==> config.mk <==
export PLATFORM = sky130hd
export DESIGN_NAME = sha1_hash_core_flat
export DESIGN_NICKNAME = d
export VERILOG_FILES = /design/src/sv/sha1_pkg.sv /design/src/sv/sha1_msg_if.sv /design/src/sv/sha1_digest_if.sv /design/src/sv/sha1_dp.sv /design/src/sv/sha1_ctrl.sv /design/src/sv/sha1_hash_core.sv /design/src/flat_wrapper.sv
export SDC_FILE = /design/constraint.sdc
export NUM_CORES = 2
export LEC_CHECK = 0
export BUFFER_PORTS_ARGS = -buffer_cell sky130_fd_sc_hd__buf_2
export CAP_MARGIN = 25
export CORE_UTILIZATION = 35
export DETAILED_ROUTE_END_ITERATION = 8
export HOLD_SLACK_MARGIN = 0.12
export RECOVER_POWER = 50
export SLEW_MARGIN = 20
export SYNTH_ARGS = -nofsm -noshare
export SYNTH_HDL_FRONTEND = slang
export SYNTH_SLANG_ARGS = --single-unit
==> constraint.sdc <==
create_clock -name clk -period 15.9 [get_ports clk]
set_input_delay 0.795 -clock clk [delete_from_list [all_inputs] [get_ports clk]]
set_output_delay 0.795 -clock clk [all_outputs]
set_load 0.05 [all_outputs]
==> src/sv/sha1_pkg.sv <==
// ============================================================================
// SHA-1 hash core package
// Shared types, command structure and constants of the SHA-1 hash core.
// ============================================================================
package sha1_pkg;

    localparam int ROUNDS     = 80;
    localparam int NUM_WORDS  = 5;
    localparam int COUNT_W    = 61;
    localparam int LEN_W      = 64;

    localparam logic [5:0] POS_LAST = 6'd63;
    localparam logic [5:0] POS_LEN  = 6'd56;
    localparam logic [2:0] WORD_LAST = 3'd4;

    localparam logic [7:0] PAD_MARK = 8'h80;

    localparam logic [31:0] H0_INIT = 32'h67452301;
    localparam logic [31:0] H1_INIT = 32'hEFCDAB89;
    localparam logic [31:0] H2_INIT = 32'h98BADCFE;
    localparam logic [31:0] H3_INIT = 32'h10325476;
    localparam logic [31:0] H4_INIT = 32'hC3D2E1F0;

    localparam logic [31:0] K0 = 32'h5A827999;
    localparam logic [31:0] K1 = 32'h6ED9EBA1;
    localparam logic [31:0] K2 = 32'h8F1BBCDC;
    localparam logic [31:0] K3 = 32'hCA62C1D6;

    typedef enum logic [2:0] {
        S_IDLE,
        S_PAD,
        S_ROUND,
        S_FOLD,
        S_OUT
    } sha1_state_t;

    typedef enum logic [1:0] {
        SEL_DATA,
        SEL_MARK,
        SEL_ZERO,
        SEL_LEN
    } byte_sel_t;

    typedef struct packed {
        logic       put;
        byte_sel_t  sel;
        logic       load_len;
        logic       round;
        logic [6:0] round_idx;
        logic       fold;
        logic       clear;
        logic [2:0] word_sel;
    } sha1_cmd_t;

endpackage

==> src/sv/sha1_msg_if.sv <==
// ============================================================================
// SHA-1 message channel
// Carries one message byte per transfer with its byte-present and last flags.
// ============================================================================
interface sha1_msg_if;
    logic       valid;
    logic       ready;
    logic [7:0] data_byte;
    logic       has_byte;
    logic       last;

    modport source (output valid, output data_byte, output has_byte, output last,
                    input ready);
    modport sink (input valid, input data_byte, input has_byte, input last,
                  output ready);
endinterface

==> src/sv/sha1_digest_if.sv <==
// ============================================================================
// SHA-1 digest channel
// Carries one 32-bit digest word per transfer with its index and end flag.
// ============================================================================
interface sha1_digest_if;
    logic        valid;
    logic        ready;
    logic [31:0] digest_word;
    logic [2:0]  word_index;
    logic        last_word;

    modport source (output valid, output digest_word, output word_index,
                    output last_word, input ready);
    modport sink (input valid, input digest_word, input word_index,
                  input last_word, output ready);
endinterface

==> src/sv/sha1_dp.sv <==
// ============================================================================
// SHA-1 datapath
// Message schedule shift line, round registers, chaining value, byte count
// and message length register.
// ============================================================================
module sha1_dp (
    input  logic                clk,
    input  logic                rst_n,
    input  logic [7:0]          data_byte,
    input  sha1_pkg::sha1_cmd_t cmd,
    output logic [5:0]          pos,
    output logic [31:0]         digest_word
);
    import sha1_pkg::*;

    logic [31:0]        w_reg [16];
    logic [23:0]        acc_reg;
    logic [31:0]        a_reg, b_reg, c_reg, d_reg, e_reg;
    logic [31:0]        h_reg [NUM_WORDS];
    logic [COUNT_W-1:0] count_reg;
    logic [5:0]         pos_reg;
    logic [LEN_W-1:0]   len_reg;

    logic [7:0]  put_byte;
    logic [31:0] f_val;
    logic [31:0] k_val;
    logic [31:0] t_val;
    logic [31:0] sched_x;
    logic [31:0] sched_w;
    logic        word_done;
    logic        block_done;

    always_comb
    begin
        unique case (cmd.sel)
            SEL_DATA: put_byte = data_byte;
            SEL_MARK: put_byte = PAD_MARK;
            SEL_ZERO: put_byte = 8'h00;
            SEL_LEN:  put_byte = len_reg[LEN_W-1 -: 8];
            default:  put_byte = 8'h00;
        endcase
    end

    assign word_done  = cmd.put && (pos_reg[1:0] == 2'b11);
    assign block_done = cmd.put && (pos_reg == POS_LAST);

    always_comb
    begin
        if (cmd.round_idx < 7'd20)
        begin
            f_val = (b_reg & c_reg) | (~b_reg & d_reg);
            k_val = K0;
        end
        else if (cmd.round_idx < 7'd40)
        begin
            f_val = b_reg ^ c_reg ^ d_reg;
            k_val = K1;
        end
        else if (cmd.round_idx < 7'd60)
        begin
            f_val = (b_reg & c_reg) | (b_reg & d_reg) | (c_reg & d_reg);
            k_val = K2;
        end
        else
        begin
            f_val = b_reg ^ c_reg ^ d_reg;
            k_val = K3;
        end
    end

    assign t_val   = {a_reg[26:0], a_reg[31:27]} + f_val + e_reg + k_val + w_reg[0];
    assign sched_x = w_reg[13] ^ w_reg[8] ^ w_reg[2] ^ w_reg[0];
    assign sched_w = {sched_x[30:0], sched_x[31]};

    // The oldest word sits at index 0, so round t always consumes w_reg[0].
    always_ff @(posedge clk)
    begin
        if (word_done || cmd.round)
        begin
            for (int i = 0; i < 15; i++)
            begin
                w_reg[i] <= w_reg[i+1];
            end
            w_reg[15] <= word_done ? {acc_reg, put_byte} : sched_w;
        end
        if (cmd.put)
        begin
            acc_reg <= {acc_reg[15:0], put_byte};
        end
    end

    always_ff @(posedge clk)
    begin
        if (block_done)
        begin
            a_reg <= h_reg[0];
            b_reg <= h_reg[1];
            c_reg <= h_reg[2];
            d_reg <= h_reg[3];
            e_reg <= h_reg[4];
        end
        else if (cmd.round)
        begin
            a_reg <= t_val;
            b_reg <= a_reg;
            c_reg <= {b_reg[1:0], b_reg[31:2]};
            d_reg <= c_reg;
            e_reg <= d_reg;
        end
        if (cmd.load_len)
        begin
            len_reg <= {count_reg, 3'b000};
        end
        else if (cmd.put && (cmd.sel == SEL_LEN))
        begin
            len_reg <= {len_reg[LEN_W-9:0], 8'h00};
        end
    end

    always_ff @(posedge clk or negedge rst_n)
    begin
        if (!rst_n)
        begin
            h_reg[0]  <= H0_INIT;
            h_reg[1]  <= H1_INIT;
            h_reg[2]  <= H2_INIT;
            h_reg[3]  <= H3_INIT;
            h_reg[4]  <= H4_INIT;
            count_reg <= '0;
            pos_reg   <= '0;
        end
        else
        begin
            if (cmd.clear)
            begin
                h_reg[0]  <= H0_INIT;
                h_reg[1]  <= H1_INIT;
                h_reg[2]  <= H2_INIT;
                h_reg[3]  <= H3_INIT;
                h_reg[4]  <= H4_INIT;
                count_reg <= '0;
                pos_reg   <= '0;
            end
            else
            begin
                if (cmd.fold)
                begin
                    h_reg[0] <= h_reg[0] + a_reg;
                    h_reg[1] <= h_reg[1] + b_reg;
                    h_reg[2] <= h_reg[2] + c_reg;
                    h_reg[3] <= h_reg[3] + d_reg;
                    h_reg[4] <= h_reg[4] + e_reg;
                end
                if (cmd.put)
                begin
                    pos_reg <= pos_reg + 6'd1;
                end
                if (cmd.put && (cmd.sel == SEL_DATA))
                begin
                    count_reg <= count_reg + COUNT_W'(1);
                end
            end
        end
    end

    always_comb
    begin
        unique case (cmd.word_sel)
            3'd0:    digest_word = h_reg[0];
            3'd1:    digest_word = h_reg[1];
            3'd2:    digest_word = h_reg[2];
            3'd3:    digest_word = h_reg[3];
            3'd4:    digest_word = h_reg[4];
            default: digest_word = h_reg[0];
        endcase
    end

    assign pos = pos_reg;

endmodule

==> src/sv/sha1_ctrl.sv <==
// ============================================================================
// SHA-1 controller
// Sequences byte intake, padding, the 80 rounds, the fold into the chaining
// value and the five digest word transfers.
// ============================================================================
module sha1_ctrl (
    input  logic                clk,
    input  logic                rst_n,
    input  logic                in_valid,
    input  logic                in_has_byte,
    input  logic                in_last,
    output logic                in_ready,
    output logic                out_valid,
    input  logic                out_ready,
    input  logic [5:0]          pos,
    output sha1_pkg::sha1_cmd_t cmd
);
    import sha1_pkg::*;

    sha1_state_t state_reg, state_next;
    logic        pad_reg, pad_next;
    logic        first_reg, first_next;
    logic        lenph_reg, lenph_next;
    logic        fin_reg, fin_next;
    logic [6:0]  round_reg, round_next;
    logic [2:0]  word_reg, word_next;

    always_ff @(posedge clk or negedge rst_n)
    begin
        if (!rst_n)
        begin
            state_reg <= S_IDLE;
            pad_reg   <= 1'b0;
            first_reg <= 1'b0;
            lenph_reg <= 1'b0;
            fin_reg   <= 1'b0;
            round_reg <= '0;
            word_reg  <= '0;
        end
        else
        begin
            state_reg <= state_next;
            pad_reg   <= pad_next;
            first_reg <= first_next;
            lenph_reg <= lenph_next;
            fin_reg   <= fin_next;
            round_reg <= round_next;
            word_reg  <= word_next;
        end
    end

    always_comb
    begin
        state_next = state_reg;
        pad_next   = pad_reg;
        first_next = first_reg;
        lenph_next = lenph_reg;
        fin_next   = fin_reg;
        round_next = round_reg;
        word_next  = word_reg;
        cmd        = '0;
        cmd.sel    = SEL_DATA;
        in_ready   = 1'b0;
        out_valid  = 1'b0;

        unique case (state_reg)
            S_IDLE:
            begin
                in_ready = 1'b1;
                if (in_valid)
                begin
                    if (in_has_byte)
                    begin
                        cmd.put = 1'b1;
                        if (pos == POS_LAST)
                        begin
                            state_next = S_ROUND;
                            pad_next   = in_last;
                            first_next = in_last;
                        end
                        else if (in_last)
                        begin
                            state_next = S_PAD;
                            pad_next   = 1'b1;
                            first_next = 1'b1;
                        end
                    end
                    else if (in_last)
                    begin
                        state_next = S_PAD;
                        pad_next   = 1'b1;
                        first_next = 1'b1;
                    end
                end
            end

            S_PAD:
            begin
                cmd.put = 1'b1;
                // The marker byte comes first even when it lands at offset 56.
                if (first_reg)
                begin
                    cmd.sel      = SEL_MARK;
                    cmd.load_len = 1'b1;
                    first_next   = 1'b0;
                end
                else if (lenph_reg || (pos == POS_LEN))
                begin
                    cmd.sel    = SEL_LEN;
                    lenph_next = 1'b1;
                    if (pos == POS_LAST)
                    begin
                        fin_next = 1'b1;
                    end
                end
                else
                begin
                    cmd.sel = SEL_ZERO;
                end
                if (pos == POS_LAST)
                begin
                    state_next = S_ROUND;
                end
            end

            S_ROUND:
            begin
                cmd.round     = 1'b1;
                cmd.round_idx = round_reg;
                if (round_reg == 7'(ROUNDS - 1))
                begin
                    round_next = '0;
                    state_next = S_FOLD;
                end
                else
                begin
                    round_next = round_reg + 7'd1;
                end
            end

            S_FOLD:
            begin
                cmd.fold = 1'b1;
                priority if (fin_reg)
                begin
                    state_next = S_OUT;
                    word_next  = '0;
                end
                else if (pad_reg)
                begin
                    state_next = S_PAD;
                end
                else
                begin
                    state_next = S_IDLE;
                end
            end

            S_OUT:
            begin
                out_valid    = 1'b1;
                cmd.word_sel = word_reg;
                if (out_ready)
                begin
                    if (word_reg == WORD_LAST)
                    begin
                        cmd.clear  = 1'b1;
                        state_next = S_IDLE;
                        pad_next   = 1'b0;
                        first_next = 1'b0;
                        lenph_next = 1'b0;
                        fin_next   = 1'b0;
                        word_next  = '0;
                    end
                    else
                    begin
                        word_next = word_reg + 3'd1;
                    end
                end
            end

            default:
            begin
                state_next = S_IDLE;
            end
        endcase
    end

`ifndef SYNTHESIS
    a_fin_in_pad: assert property (@(posedge clk) disable iff (!rst_n)
        fin_reg |-> pad_reg)
        else $error("length written outside of padding");

    a_round_range: assert property (@(posedge clk) disable iff (!rst_n)
        (state_reg == S_ROUND) |-> (round_reg < 7'(ROUNDS)))
        else $error("round counter out of range");

    a_block_starts_rounds: assert property (@(posedge clk) disable iff (!rst_n)
        (cmd.put && (pos == POS_LAST)) |=> (state_reg == S_ROUND))
        else $error("full block did not start the rounds");

    a_out_after_len: assert property (@(posedge clk) disable iff (!rst_n)
        (state_reg == S_OUT) |-> (fin_reg && (word_reg <= WORD_LAST)))
        else $error("digest output without a finished message");
`endif

endmodule

==> src/sv/sha1_hash_core.sv <==
// ============================================================================
// SHA-1 hash core
// Hashes a byte stream and returns the 160-bit digest as five 32-bit words.
// ============================================================================
//  Channel   Direction  Payload                                Transfer when
//  msg       in         data_byte[7:0], has_byte, last         valid && ready
//  digest    out        digest_word[31:0], word_index[2:0],     valid && ready
//                       last_word
//
//  The byte that completes a 64-byte block starts the 80 rounds on one
//  shared round unit, followed by the fold.
//  A last item adds padding plus one or two blocks of rounds, then five
//  digest transfers. Input is taken only in the idle state.
//  Reset is asynchronous and active low; no clearing pass is needed.
//  A stalled digest word holds until it is taken.
module sha1_hash_core (
    input  logic           clk,
    input  logic           rst_n,
    sha1_msg_if.sink       msg,
    sha1_digest_if.source  digest
);
    import sha1_pkg::*;

    sha1_cmd_t   cmd;
    logic [5:0]  pos;

    sha1_ctrl u_ctrl (
        .clk         (clk),
        .rst_n       (rst_n),
        .in_valid    (msg.valid),
        .in_has_byte (msg.has_byte),
        .in_last     (msg.last),
        .in_ready    (msg.ready),
        .out_valid   (digest.valid),
        .out_ready   (digest.ready),
        .pos         (pos),
        .cmd         (cmd)
    );

    sha1_dp u_dp (
        .clk         (clk),
        .rst_n       (rst_n),
        .data_byte   (msg.data_byte),
        .cmd         (cmd),
        .pos         (pos),
        .digest_word (digest.digest_word)
    );

    assign digest.word_index = cmd.word_sel;
    assign digest.last_word  = (cmd.word_sel == WORD_LAST);

endmodule
==> src/flat_wrapper.sv <==
// flat-port wrapper written by rule: the top's interface ports become plain ports
module sha1_hash_core_flat import sha1_pkg::*;
  (clk, rst_n, msg_valid, msg_data_byte, msg_has_byte, msg_last, msg_ready, digest_valid, digest_digest_word, digest_word_index, digest_last_word, digest_ready);
  sha1_msg_if msg_i ();
  sha1_digest_if digest_i ();
  input  logic clk;
  input  logic rst_n;
  input wire logic [$bits(msg_i.valid)-1:0] msg_valid;
  input wire logic [$bits(msg_i.data_byte)-1:0] msg_data_byte;
  input wire logic [$bits(msg_i.has_byte)-1:0] msg_has_byte;
  input wire logic [$bits(msg_i.last)-1:0] msg_last;
  output wire logic [$bits(msg_i.ready)-1:0] msg_ready;
  output wire logic [$bits(digest_i.valid)-1:0] digest_valid;
  output wire logic [$bits(digest_i.digest_word)-1:0] digest_digest_word;
  output wire logic [$bits(digest_i.word_index)-1:0] digest_word_index;
  output wire logic [$bits(digest_i.last_word)-1:0] digest_last_word;
  input wire logic [$bits(digest_i.ready)-1:0] digest_ready;
  assign msg_i.valid = msg_valid;
  assign msg_i.data_byte = msg_data_byte;
  assign msg_i.has_byte = msg_has_byte;
  assign msg_i.last = msg_last;
  assign msg_ready = msg_i.ready;
  assign digest_valid = digest_i.valid;
  assign digest_digest_word = digest_i.digest_word;
  assign digest_word_index = digest_i.word_index;
  assign digest_last_word = digest_i.last_word;
  assign digest_i.ready = digest_ready;
  sha1_hash_core u_core (.clk(clk), .rst_n(rst_n), .msg(msg_i), .digest(digest_i));
endmodule
==> flow_summary.toml <==
[run_status]
status = "complete, but fails checks"
violations = "max-capacitance violations, max-slew violations"

[synth]
muxShareOfSynthArea_pct = 2.00
ys_warn_count = 0
synth_most_common_cell = "edfxtp_1"
synth_top_family_by_area = "compound AO/OA/AOI/OAI gates"
synthFlopType = "edfxtp_1"
synth_compound_area_share_pct = 11.6
syn-num-nets = 4671
seq_area_frac_synth_pct = 57.2
synthAdderAreaFrac_pct = 9.87
synth.area.top_cells = "edfxtp_1 45%, dfrtp_1 8.1%, fa_1 4.9%"
synth_enable_flop_cells = 757
yosysTopAreaCell = "edfxtp_1"
synth_cell_type_count = 80
async_flop_share_pct = 24.4
ys_ff_latch = 1001
syn_area_per_cell_um2 = 11.7
synth_common_cells = "757 x edfxtp_1, 490 x nand2_1, 331 x inv_1, 271 x a21oi_1, 261 x nor2_1"
synth_top_area_share_pct = 45.0
syn_inst = 4333
synth_xor_area_share_pct = 5.30
syn-cell-area_mm2 = 0.0506
yosys.area_share.simple_pct = 10.4

[power]
powerDensity_mw_per_mm2 = 184
p_leak_nw = 22.0
peakVddDrop_uv = 117

[setup_path]
path_class = "flip-flop to flip-flop"
endpoint_kind = "flip-flop"
arrival_ns = 7.92
crit_fanout = 20
critPathLaunch = "u_core.u_ctrl.state_reg[0]$_DFFE_PN0P_"
timing.rr.start = "u_core.u_ctrl.state_reg[0]$_DFFE_PN0P_"
critPathLaunchType = "flip-flop"
crit_required_ns = 16.34

[die]
io_pins = 52
fp.dieH_um = 382
rows = 139
die_x_um = 382
core_mm2 = 0.143
initial_utilization_pct = 35.2
dieArea_mm2 = 0.146

[drt]
drt_wl_total_mm = 133
final_antenna_net_count = 0
vias = 33300
wl_met3_mm = 7.78
drcViolationCount = 0
top_layer = "met5"
viasPerCell = 5.23
drt-initial-drc-count = 3381
dr_wl_met2_mm = 59.0
firstDrtPassIters = 6
wl_met1_mm = 62.1
avgRoutedWirePerCell_um = 20.9

[timing]
slew_violations = 594
max_clock_freq_mhz = 134
rsz0062_at_grt = "no"
fin_crit_ns = 7.48
fin_crit_sh_pct = 47.0
setup_viol = 0
skew_ns = 0.0401
worst_pin_slew_ns = 5.08
finalWorstSetupSlack_ns = 8.42
hold_viol = 0
fin_setup_tns_ns = 0
relSlewSlack_pct = -238

[clock_network]
cts_made_buffers = 102
cts.sinks = 1001
insertion_delay_ns = 0.73
path_clk_slew_ns = 0.06
post_cts_buffers = 0
cts_max_path_buffers = 3
cts_root_buf = "clkbuf_16"
htreeDepth = 3
cts_tree = "built"

[grt]
first_global_vias = 32500
grtUsageTotal_pct = 18.1
grt_max_degree = 214
grt_pass1_wl_mm = 202
grt_antenna_before_repair = 5
overflow = 0

[final_layout]
layout.filler_cells = 13700
multi_input_area_mm2 = 0.0199
drive_gt1_share_pct = 8.88
fin_util_pct = 39.4
largest_reg_flops = 512
nets = 4711
register_area_mm2 = 0.0289
areaGrowthSynthToFinish_pct = 11.8

[flow_run]
cap_violations = 12

[hold_path]
min_from = "msg_last"
hold_class = "input pin to flip-flop"

[place]
post-place-ws_ns = 8.45
hpwlAfterDp_mm = 91.1
gp_congestion = 0.898
io_buffer_count = 51
-- layer usage --
layer	vias to the layer above	track usage (%)
met5	-	0
met4	10	5.19
met3	228	2.98
met2	977	27.6
met1	16500	26.4
li1	15500	-
-- critical path, cell delays in order (launching register included) --
cell and delay (ns):
dfrtp_1 0.52, nor2_1 0.20, nand2_1 0.30, or4_1 0.59, buf_4 0.27, nand2_1 0.11, buf_4 0.32, inv_2 0.28
a221o_1 0.37, fa_1 0.35, inv_1 0.09, fa_1 0.42, fa_1 0.44, inv_1 0.07, ha_1 0.15, inv_1 0.06
fa_1 0.46, nor2b_1 0.17, o31a_1 0.23, o2111ai_1 0.20, a2111oi_0 0.56, or2_1 0.29, a31oi_1 0.21, a21oi_1 0.18
a21oi_1 0.09, xor2_1 0.15, o21ai_1 0.08
-- area by class of cell --
type                       count  share of cell area (%)
inverter                     335                    2.22
antenna                        1                 0.00443
clock inverter                70                    1.52
multi-input combinational   2845                    35.2
clock buffer                 120                    4.72
tap                         1903                    4.21
timing repair buffer          88                   0.989
sequential                  1001                    51.2
-- power breakdown --
group          internal [mW]  leakage (nW)  switching [mW]
Sequential              3.97          9.88           0.467
Combinational           1.29          10.5            2.11
Clock                   1.46          1.71            1.08
-- repair_timing --
action / CTS / global route
hold endpoints to repair: 46 / 0
resized for setup: 0 / 0
hold buffers: 1 / 0
-- logic make-up after synthesis --
group,count (synthesis)
AOI/OAI and AO/OA,950
xor gates and xnor gates,306
adders and majority gates,324
buffers and inverters,487
DFF,1001
muxes,94
and+or+nand+nor,1171
-- worst paths after layout --
check	to	slack, ns	cells after the start
worst max-delay path	u_core.u_dp.a_reg[29]$_DFFE_PP_	8.42	26
worst min register to register	u_core.u_dp.w_reg[0][114]$_DFFE_PP_	0.40	0
worst min-delay path	u_core.u_ctrl.pad_reg$_DFFE_PN0P_	0.33	3
worst max register to register	u_core.u_dp.a_reg[29]$_DFFE_PP_	8.42	26
max in group asynchronous	u_core.u_dp.pos[4]$_DFFE_PN0P_	8.55	3
min in group asynchronous	u_core.u_dp.h_reg[62]$_DFFE_PN0P_	2.50	2
-- placed cells by master (no fill, tap or decap), types with 31 or more instances in the layout --
master / instances
edfxtp_1: 757
nand2_1: 486
inv_1: 332
a21oi_1: 271
nor2_1: 256
o21ai_0: 249
ha_1: 199
xnor2_1: 189
dfrtp_1: 164
nand3_1: 158
fa_1: 125
xor2_1: 117
clkbuf_16: 102
a21o_1: 93
dfstp_2: 80
a22oi_1: 64
nor3_1: 58
mux2_2: 52
buf_2: 50
and3_1: 40
o21ai_1: 38
mux2i_1: 36
or3_1: 32
a31oi_1: 31
-- metrics by stage --
stage | instance area [µm²] | std cells | total power [mW] | hold slack (ns)
floorplan | 50600 | 4333 | 7.11 | 0.400
global placement | 53000 | 6169 | 7.78 | 0.401
detailed placement | 53000 | 6170 | 7.85 | 0.405
CTS | 56600 | 6361 | 10.4 | 0.271
global route | 56500 | 6362 | 11.0 | 0.301
finish | 56500 | 6363 | 10.4 | 0.330
Power figures use the tool's default switching activity.
